### config.mk
export PLATFORM = sky130hd
export DESIGN_NAME = utf8_to_utf16_strict_top_flat
export DESIGN_NICKNAME = d
export VERILOG_FILES = /design/src/rtl/utu_pkg.sv /design/src/rtl/utu_if.sv /design/src/rtl/utu_decode.sv /design/src/rtl/utf8_to_utf16_strict_top.sv /design/src/flat_wrapper.sv
export SDC_FILE = /design/constraint.sdc
export NUM_CORES = 1
export LEC_CHECK = 0
export ABC_CLOCK_PERIOD_IN_PS = 5670
export BUFFER_PORTS_ARGS = -buffer_cell sky130_fd_sc_hd__clkbuf_2
export CAP_MARGIN = 20
export CELL_PAD_IN_SITES_DETAIL_PLACEMENT = 0
export CELL_PAD_IN_SITES_GLOBAL_PLACEMENT = 1
export CORE_UTILIZATION = 49
export DETAILED_ROUTE_END_ITERATION = 10
export PLACE_DENSITY_LB_ADDON = 0.2
export SYNTH_ARGS = -nofsm -noshare
export SYNTH_HDL_FRONTEND = slang
export SYNTH_SLANG_ARGS = --single-unit
### constraint.sdc
create_clock -name clock -period 5.67 [get_ports clock]
set_input_delay 0.8505 -clock clock [delete_from_list [all_inputs] [get_ports clock]]
set_output_delay 0.8505 -clock clock [all_outputs]
set_load 0.005 [all_outputs]
### src/rtl/utu_pkg.sv
package utu_pkg;

   typedef enum logic [1:0] {
      KIND_UNIT = 2'd0,
      KIND_OK   = 2'd1,
      KIND_BAD  = 2'd2
   } kind_type;

   localparam logic [7:0]  LEAD2_MASK = 8'hE0;
   localparam logic [7:0]  LEAD2_CODE = 8'hC0;
   localparam logic [7:0]  LEAD3_MASK = 8'hF0;
   localparam logic [7:0]  LEAD3_CODE = 8'hE0;
   localparam logic [7:0]  LEAD4_MASK = 8'hF8;
   localparam logic [7:0]  LEAD4_CODE = 8'hF0;
   localparam logic [7:0]  CONT_MASK  = 8'hC0;
   localparam logic [7:0]  CONT_CODE  = 8'h80;

   localparam logic [2:0]  SEQ_LEN_2  = 3'd2;
   localparam logic [2:0]  SEQ_LEN_3  = 3'd3;
   localparam logic [2:0]  SEQ_LEN_4  = 3'd4;

   localparam logic [20:0] MIN_CP_2   = 21'h00080;
   localparam logic [20:0] MIN_CP_3   = 21'h00800;
   localparam logic [20:0] MIN_CP_4   = 21'h10000;
   localparam logic [20:0] SURR_LO    = 21'h0D800;
   localparam logic [20:0] SURR_HI    = 21'h0DFFF;
   localparam logic [20:0] MAX_CP     = 21'h10FFFF;
   localparam logic [5:0]  HI_SURR_TAG = 6'b110110;  // 0xD800 >> 10
   localparam logic [5:0]  LO_SURR_TAG = 6'b110111;  // 0xDC00 >> 10

   localparam int unsigned MAX_RESULTS = 3;

   typedef struct packed {
      logic [1:0]  pending;
      logic [2:0]  seq_len;
      logic [20:0] acc;
      logic        failed;
   } state_type;

   typedef struct packed {
      logic [1:0]  n_units;
      logic [15:0] unit0;
      logic [15:0] unit1;
      logic        status_en;
      kind_type    status_kind;
   } bundle_type;

endpackage

### src/rtl/utu_if.sv
interface utu_req_if;
   logic       valid;
   logic       ready;
   logic [7:0] in_byte;
   logic       end_of_string;

   modport source (output valid, in_byte, end_of_string, input ready);
   modport sink   (input valid, in_byte, end_of_string, output ready);
endinterface

interface utu_rsp_if;
   logic        valid;
   logic        ready;
   logic [15:0] code_unit;
   logic [1:0]  item_kind;
   logic        last_of_run;

   modport source (output valid, code_unit, item_kind, last_of_run, input ready);
   modport sink   (input valid, code_unit, item_kind, last_of_run, output ready);
endinterface

### src/rtl/utu_decode.sv
module utu_decode (
   input  utu_pkg::state_type  cur,
   input  logic [7:0]          in_byte,
   input  logic                eos,
   output utu_pkg::state_type  nxt,
   output utu_pkg::bundle_type res
);

   logic [20:0] acc_sh;
   logic [1:0]  pend_dec;
   logic        cp_bad;
   logic [20:0] cp_off;

   assign acc_sh   = {cur.acc[14:0], in_byte[5:0]};
   assign pend_dec = cur.pending - 2'd1;
   assign cp_off   = acc_sh - utu_pkg::MIN_CP_4;

   always_comb begin
      nxt             = cur;
      res.n_units     = 2'd0;
      res.unit0       = '0;
      res.unit1       = '0;
      res.status_en   = eos;
      res.status_kind = utu_pkg::KIND_OK;
      cp_bad          = 1'b0;

      if (!cur.failed) begin
         if (cur.pending == 2'd0) begin
            priority if (in_byte[7] == 1'b0) begin
               res.n_units = 2'd1;
               res.unit0   = {8'h00, in_byte};
            end else if ((in_byte & utu_pkg::LEAD2_MASK) == utu_pkg::LEAD2_CODE) begin
               nxt.pending = 2'd1;
               nxt.seq_len = utu_pkg::SEQ_LEN_2;
               nxt.acc     = {16'd0, in_byte[4:0]};
            end else if ((in_byte & utu_pkg::LEAD3_MASK) == utu_pkg::LEAD3_CODE) begin
               nxt.pending = 2'd2;
               nxt.seq_len = utu_pkg::SEQ_LEN_3;
               nxt.acc     = {17'd0, in_byte[3:0]};
            end else if ((in_byte & utu_pkg::LEAD4_MASK) == utu_pkg::LEAD4_CODE) begin
               nxt.pending = 2'd3;
               nxt.seq_len = utu_pkg::SEQ_LEN_4;
               nxt.acc     = {18'd0, in_byte[2:0]};
            end else begin
               nxt.failed = 1'b1;
            end
         end else if ((in_byte & utu_pkg::CONT_MASK) != utu_pkg::CONT_CODE) begin
            nxt.failed = 1'b1;
         end else begin
            nxt.acc     = acc_sh;
            nxt.pending = pend_dec;
            if (pend_dec == 2'd0) begin
               unique case (cur.seq_len)
                  utu_pkg::SEQ_LEN_2: cp_bad = acc_sh < utu_pkg::MIN_CP_2;
                  utu_pkg::SEQ_LEN_3: cp_bad = (acc_sh < utu_pkg::MIN_CP_3) ||
                                               ((acc_sh >= utu_pkg::SURR_LO) &&
                                                (acc_sh <= utu_pkg::SURR_HI));
                  default:            cp_bad = (acc_sh < utu_pkg::MIN_CP_4) ||
                                               (acc_sh > utu_pkg::MAX_CP);
               endcase
               if (cp_bad) begin
                  nxt.failed = 1'b1;
               end else if (acc_sh[20:16] == 5'd0) begin
                  res.n_units = 2'd1;
                  res.unit0   = acc_sh[15:0];
               end else begin
                  // split into a surrogate pair
                  res.n_units = 2'd2;
                  res.unit0   = {utu_pkg::HI_SURR_TAG, cp_off[19:10]};
                  res.unit1   = {utu_pkg::LO_SURR_TAG, cp_off[9:0]};
               end
               nxt.seq_len = '0;
               nxt.acc     = '0;
            end
         end
      end

      if (eos) begin
         res.status_kind = (nxt.failed || (nxt.pending != 2'd0)) ?
                           utu_pkg::KIND_BAD : utu_pkg::KIND_OK;
         nxt = '0;
      end
   end

endmodule

### src/rtl/utf8_to_utf16_strict_top.sv
// Channel  Dir  Payload                                  Accepted when
// req_chan in   in_byte[7:0], end_of_string              valid && ready
// rsp_chan out  code_unit[15:0], item_kind, last_of_run  valid && ready
//
// Each request byte is decoded in the cycle it is accepted; its 0 to 3 results
// land in a three-entry result register and drain one per cycle.
// A byte with at most one result sustains one request per clock; a byte that
// yields a surrogate pair and/or status holds the request side until its last result drains.
// Synchronous reset clears the decode state and empties the result register.
// A stalled rsp_chan holds the result register and the request side with it.
module utf8_to_utf16_strict_top (
   input  logic      clock,
   input  logic      reset,
   utu_req_if.sink   req_chan,
   utu_rsp_if.source rsp_chan
);

   utu_pkg::state_type  state_ff;
   utu_pkg::state_type  state_in;
   utu_pkg::bundle_type res;

   logic [15:0]       ent_unit_ff [utu_pkg::MAX_RESULTS];
   utu_pkg::kind_type ent_kind_ff [utu_pkg::MAX_RESULTS];
   logic [15:0]       ent_unit_in [utu_pkg::MAX_RESULTS];
   utu_pkg::kind_type ent_kind_in [utu_pkg::MAX_RESULTS];
   logic [1:0]        cnt_ff;
   logic [1:0]        cnt_in;
   logic [1:0]        idx_ff;

   logic req_fire;
   logic rsp_fire;
   logic last_out;

   utu_decode u_decode (
      .cur     (state_ff),
      .in_byte (req_chan.in_byte),
      .eos     (req_chan.end_of_string),
      .nxt     (state_in),
      .res     (res)
   );

   assign rsp_fire       = rsp_chan.valid && rsp_chan.ready;
   assign last_out       = idx_ff == (cnt_ff - 2'd1);
   assign req_chan.ready = (cnt_ff == 2'd0) || (rsp_fire && last_out);
   assign req_fire       = req_chan.valid && req_chan.ready;

   assign rsp_chan.valid       = cnt_ff != 2'd0;
   assign rsp_chan.code_unit   = ent_unit_ff[idx_ff];
   assign rsp_chan.item_kind   = ent_kind_ff[idx_ff];
   assign rsp_chan.last_of_run = last_out;

   // pack code units first, status after them
   always_comb begin
      for (int i = 0; i < utu_pkg::MAX_RESULTS; i++) begin
         ent_unit_in[i] = '0;
         ent_kind_in[i] = utu_pkg::KIND_UNIT;
      end
      ent_unit_in[0] = res.unit0;
      ent_unit_in[1] = res.unit1;
      if (res.status_en) begin
         ent_unit_in[res.n_units] = '0;
         ent_kind_in[res.n_units] = res.status_kind;
      end
      cnt_in = res.n_units + {1'b0, res.status_en};
   end

   always_ff @(posedge clock) begin
      if (reset) begin
         state_ff <= '0;
         cnt_ff   <= '0;
         idx_ff   <= '0;
      end else if (req_fire) begin
         state_ff <= state_in;
         cnt_ff   <= cnt_in;
         idx_ff   <= '0;
      end else if (rsp_fire) begin
         if (last_out) begin
            cnt_ff <= '0;
            idx_ff <= '0;
         end else begin
            idx_ff <= idx_ff + 2'd1;
         end
      end
   end

   always_ff @(posedge clock) begin
      if (req_fire) begin
         for (int i = 0; i < utu_pkg::MAX_RESULTS; i++) begin
            ent_unit_ff[i] <= ent_unit_in[i];
            ent_kind_ff[i] <= ent_kind_in[i];
         end
      end
   end

   a_idx_in_range: assert property (@(posedge clock) disable iff (reset)
      rsp_chan.valid |-> (idx_ff < cnt_ff))
      else $error("result index beyond result count");

   a_status_is_last: assert property (@(posedge clock) disable iff (reset)
      (rsp_chan.valid && (rsp_chan.item_kind != utu_pkg::KIND_UNIT)) |->
      rsp_chan.last_of_run)
      else $error("status result not last of run");

   a_accept_only_when_drained: assert property (@(posedge clock) disable iff (reset)
      req_fire |-> ((cnt_ff == 2'd0) || (rsp_fire && last_out)))
      else $error("request accepted over undelivered results");

   a_state_clear_after_eos: assert property (@(posedge clock) disable iff (reset)
      (req_fire && req_chan.end_of_string) |=>
      ((state_ff.pending == 2'd0) && (state_ff.seq_len == 3'd0) &&
       (state_ff.acc == 21'd0) && !state_ff.failed))
      else $error("decode state not cleared at end of string");

   a_eos_gives_status: assert property (@(posedge clock) disable iff (reset)
      (req_fire && req_chan.end_of_string) |=>
      ((cnt_ff != 2'd0) && (ent_kind_ff[cnt_ff - 2'd1] != utu_pkg::KIND_UNIT)))
      else $error("end of string produced no status");

endmodule

### src/flat_wrapper.sv
// flat-port wrapper written by rule: the top's interface ports become plain ports
module utf8_to_utf16_strict_top_flat 
  (clock, reset, req_chan_valid, req_chan_in_byte, req_chan_end_of_string, req_chan_ready, rsp_chan_valid, rsp_chan_code_unit, rsp_chan_item_kind, rsp_chan_last_of_run, rsp_chan_ready);
  utu_req_if req_chan_i ();
  utu_rsp_if rsp_chan_i ();
  input  logic clock;
  input  logic reset;
  input wire logic [$bits(req_chan_i.valid)-1:0] req_chan_valid;
  input wire logic [$bits(req_chan_i.in_byte)-1:0] req_chan_in_byte;
  input wire logic [$bits(req_chan_i.end_of_string)-1:0] req_chan_end_of_string;
  output wire logic [$bits(req_chan_i.ready)-1:0] req_chan_ready;
  output wire logic [$bits(rsp_chan_i.valid)-1:0] rsp_chan_valid;
  output wire logic [$bits(rsp_chan_i.code_unit)-1:0] rsp_chan_code_unit;
  output wire logic [$bits(rsp_chan_i.item_kind)-1:0] rsp_chan_item_kind;
  output wire logic [$bits(rsp_chan_i.last_of_run)-1:0] rsp_chan_last_of_run;
  input wire logic [$bits(rsp_chan_i.ready)-1:0] rsp_chan_ready;
  assign req_chan_i.valid = req_chan_valid;
  assign req_chan_i.in_byte = req_chan_in_byte;
  assign req_chan_i.end_of_string = req_chan_end_of_string;
  assign req_chan_ready = req_chan_i.ready;
  assign rsp_chan_valid = rsp_chan_i.valid;
  assign rsp_chan_code_unit = rsp_chan_i.code_unit;
  assign rsp_chan_item_kind = rsp_chan_i.item_kind;
  assign rsp_chan_last_of_run = rsp_chan_i.last_of_run;
  assign rsp_chan_i.ready = rsp_chan_ready;
  utf8_to_utf16_strict_top u_core (.clock(clock), .reset(reset), .req_chan(req_chan_i), .rsp_chan(rsp_chan_i));
endmodule
==> results_dict.tcl <==
set metrics [dict create \
    dieArea_mm2 0.00695 \
    clock-root-buffer "clkbuf_8" \
    fp.dieW_um 83.4 \
    p_clk_frac 0.374 \
    ioPinCount 34 \
    vias 2637 \
    synth_edf_count 33 \
    area_growth_pct 11.3 \
    hold_violations 0 \
    cts_resized 0 \
    final_nets 392 \
    layout_common_cells "37 x nand2_1, 34 x a21oi_1, 33 x nor2_1, 33 x clkbuf_2, 33 x edfxtp_1" \
    ys_types 52 \
    grt_max_degree 40 \
    dieHeight_um 83.4 \
    layout_min_cycle_time_ns 3.19 \
    track_usage 0.220 \
    clkTransAtPathRegs_ns 0.07 \
    critPathArrivalTime_ns 3.28 \
    worstHoldPathType "flop to flop" \
    grt_pass1_wl_um 12000 \
    cellInternalPower_uw 730 \
    cp-start-kind "primary input" \
    setup_viol 0 \
    synth_warnings 0 \
    vias_per_cell 5.78 \
    maxCapViolCount 0 \
    grt_setup_unrepaired "false" \
    fin_skew_ns 0.00717 \
    seqPwrFrac 0.505 \
    slew_viol_final 0 \
    worstPathCellList "clkbuf_2 > nand4_1 > or4_1 > o311a_4 > a2111oi_4 > and3_1 > nand3b_1 > nor2_1" \
    dp_hpwl_um 5180 \
    power_uw 980 \
    synth_ff_type "edfxtp_1" \
    final_common_cell "nand2_1" \
    path_buf_inv 1 \
    grt_pass1_vias 2464 \
    routed_wl_um 7270 \
    num_antenna_cells 0 \
    antenna_left 0 \
    cts.path.max_buffers 2 \
    numCtsBuffers 9 \
    port_buffers 33 \
    critPathKind "primary input to flop" \
    htree_levels 3 \
    p_comb_frac 0.121 \
    routabilityCongestion 0.857 \
    insertion_delay_ns 0.34 \
    start_util 0.508 \
    worstMarginPinSlew_ns 1.03 \
    dr.pass1.iters 4 \
    maxSlewHeadroom 0.313 \
    critical-path-top-delay-family "simple AND/OR/NAND/NOR gates" \
    synth_seq_area_share 0.472 \
    syn_nets 366 \
    critPathMaxFanout 19 \
    netSwitchingPower_uw 250 \
    setup_tns_ns 0 \
    postCtsHoldBufs 0 \
    route.detailed.drc 0 \
    avgSynthCellArea_um2 9.32 \
    overflow 0 \
    drt_iter0_drc 144 \
    power.static_leakage_nw 1.35 \
    rows 29 \
    timing.fmax_mhz 314 \
    core_mm2 0.00639 \
    fin_crit_sh 0.562 \
    post_cts_buffers 0 \
    synthCells 348 \
    worstPathRequired_ns 5.77 \
    ys_async_sr_fraction 0 \
    outcome "completed" \
    peakVddDrop_mv 0.160 \
    slowest_stage "and3_1" \
    cts.sinks 60 \
    pwr_density_cell_mw_per_mm2 272 \
    wire_per_inst_um 15.9 \
    cp-end-kind "flop" \
    cpPeakStageDelay_ns 0.61 \
    swShare 0.255 \
    syn_area_mm2 0.00324 \
    drive_gt1_frac 0.148 \
    ys_ff_latch 60 \
    antenna_found_initial 0 \
    holdWs_ns 0.481 \
    cts_tree "built" \
]
==> Yosys cell counts, types with 2 or more instances <==
cell / count / area share
a22oi_1: 4 / 0.0093
o211a_1: 3 / 0.0093
nor4_1: 4 / 0.0077
nor3_1: 10 / 0.015
nand3b_1: 2 / 0.0046
dfxtp_1: 27 / 0.17
clkbuf_1: 16 / 0.019
edfxtp_1: 33 / 0.31
xnor2_1: 3 / 0.0081
buf_1: 2 / 0.0023
inv_1: 13 / 0.015
nand2b_1: 11 / 0.021
a22o_1: 3 / 0.0081
o41ai_1: 3 / 0.0081
o21a_1: 4 / 0.0093
nand4_1: 3 / 0.0058
o21ai_0: 7 / 0.011
nand2_1: 37 / 0.043
o211ai_1: 2 / 0.0046
nor4b_1: 2 / 0.0054
ha_1: 5 / 0.019
and2_1: 12 / 0.023
nor2_1: 33 / 0.038
nand3_1: 19 / 0.029
nor2b_1: 2 / 0.0039
or4_1: 6 / 0.014
mux2i_1: 16 / 0.049
a211oi_1: 4 / 0.0093
and3_1: 6 / 0.012
a21oi_1: 34 / 0.052
==> worst paths after layout <==
kind	from	endpoint	slack [ns]	depth (start not counted)
hold reg to reg	u_core.state_ff[26]	u_core.state_ff[26]	0.48	2
setup / recovery	req_chan_in_byte[5]	u_core.ent_kind_ff[1][1]	2.48	8
hold / removal	u_core.state_ff[26]	u_core.state_ff[26]	0.48	2
setup reg to reg	u_core.state_ff[7]	u_core.ent_kind_ff[1][1]	2.60	7
==> final cells by class <==
| cell class | instances | area (um^2) |
|---|---|---|
| flip-flops and latches | 60 | 1530 |
| multi-input cells | 254 | 1560 |
| clock inverters | 5 | 52.6 |
| fillers | 613 | 2780 |
| inverters | 13 | 48.8 |
| well taps | 77 | 96.3 |
| clock buffers | 11 | 131 |
| repair buffers | 36 | 185 |
==> cells by family after synthesis <==
family | count (synthesis) | synth area share
AOI/OAI and AO/OA | 78 | 0.169
xor gates and xnor gates | 3 | 0.00810
adders and majority gates | 5 | 0.0193
buffers and inverters | 34 | 0.0455
DFF | 60 | 0.472
muxes | 16 | 0.0494
and+or+nand+nor | 152 | 0.237
==> power groups by stage <==
| stage | sequential, mW | combinational, mW | clock (mW) |
|---|---|---|---|
| global placement | 0.504 | 0.118 | 0 |
| CTS | 0.495 | 0.119 | 0.373 |
| finish | 0.495 | 0.119 | 0.367 |
| detailed placement | 0.504 | 0.119 | 0 |
| floorplan | 0.499 | 0.0810 | 0 |
| global route | 0.497 | 0.133 | 0.391 |
==> layer usage <==
metal / vias to the layer above / GRT usage / part of all wire
met5: - / 0 / 0
met4: 0 / 0.0987 / 0.018
met3: 11 / 0.0517 / 0.048
met2: 61 / 0.337 / 0.46
met1: 1239 / 0.297 / 0.48
li1: 1326 / - / -
==> sequential cells by signal, indices dropped and copies added, names as in the netlist, named ones only <==
register and count:
u_core.cnt_ff 2, u_core.ent_kind_ff 6, u_core.ent_unit_ff 27, u_core.idx_ff 2, u_core.state_ff 21
==> per-stage QoR <==
step                      area, um^2   util  setup WS (ns)  instances
after floorplan                 3240      -           2.66        348
after global placement          3420  0.536           2.21        439
after detailed placement        3420  0.536           2.15        439
after CTS                       3600  0.564           2.51        455
after global routing            3610  0.565           2.38        456
final                           3610  0.565           2.48        456
==> worst min-delay path, cell delays in order (launching register included) <==
cell and delay, ns:
dfxtp_1 0.33, nand2_1 0.06, a21oi_1 0.05
No activity file was read; power rests on OpenSTA's default activity.
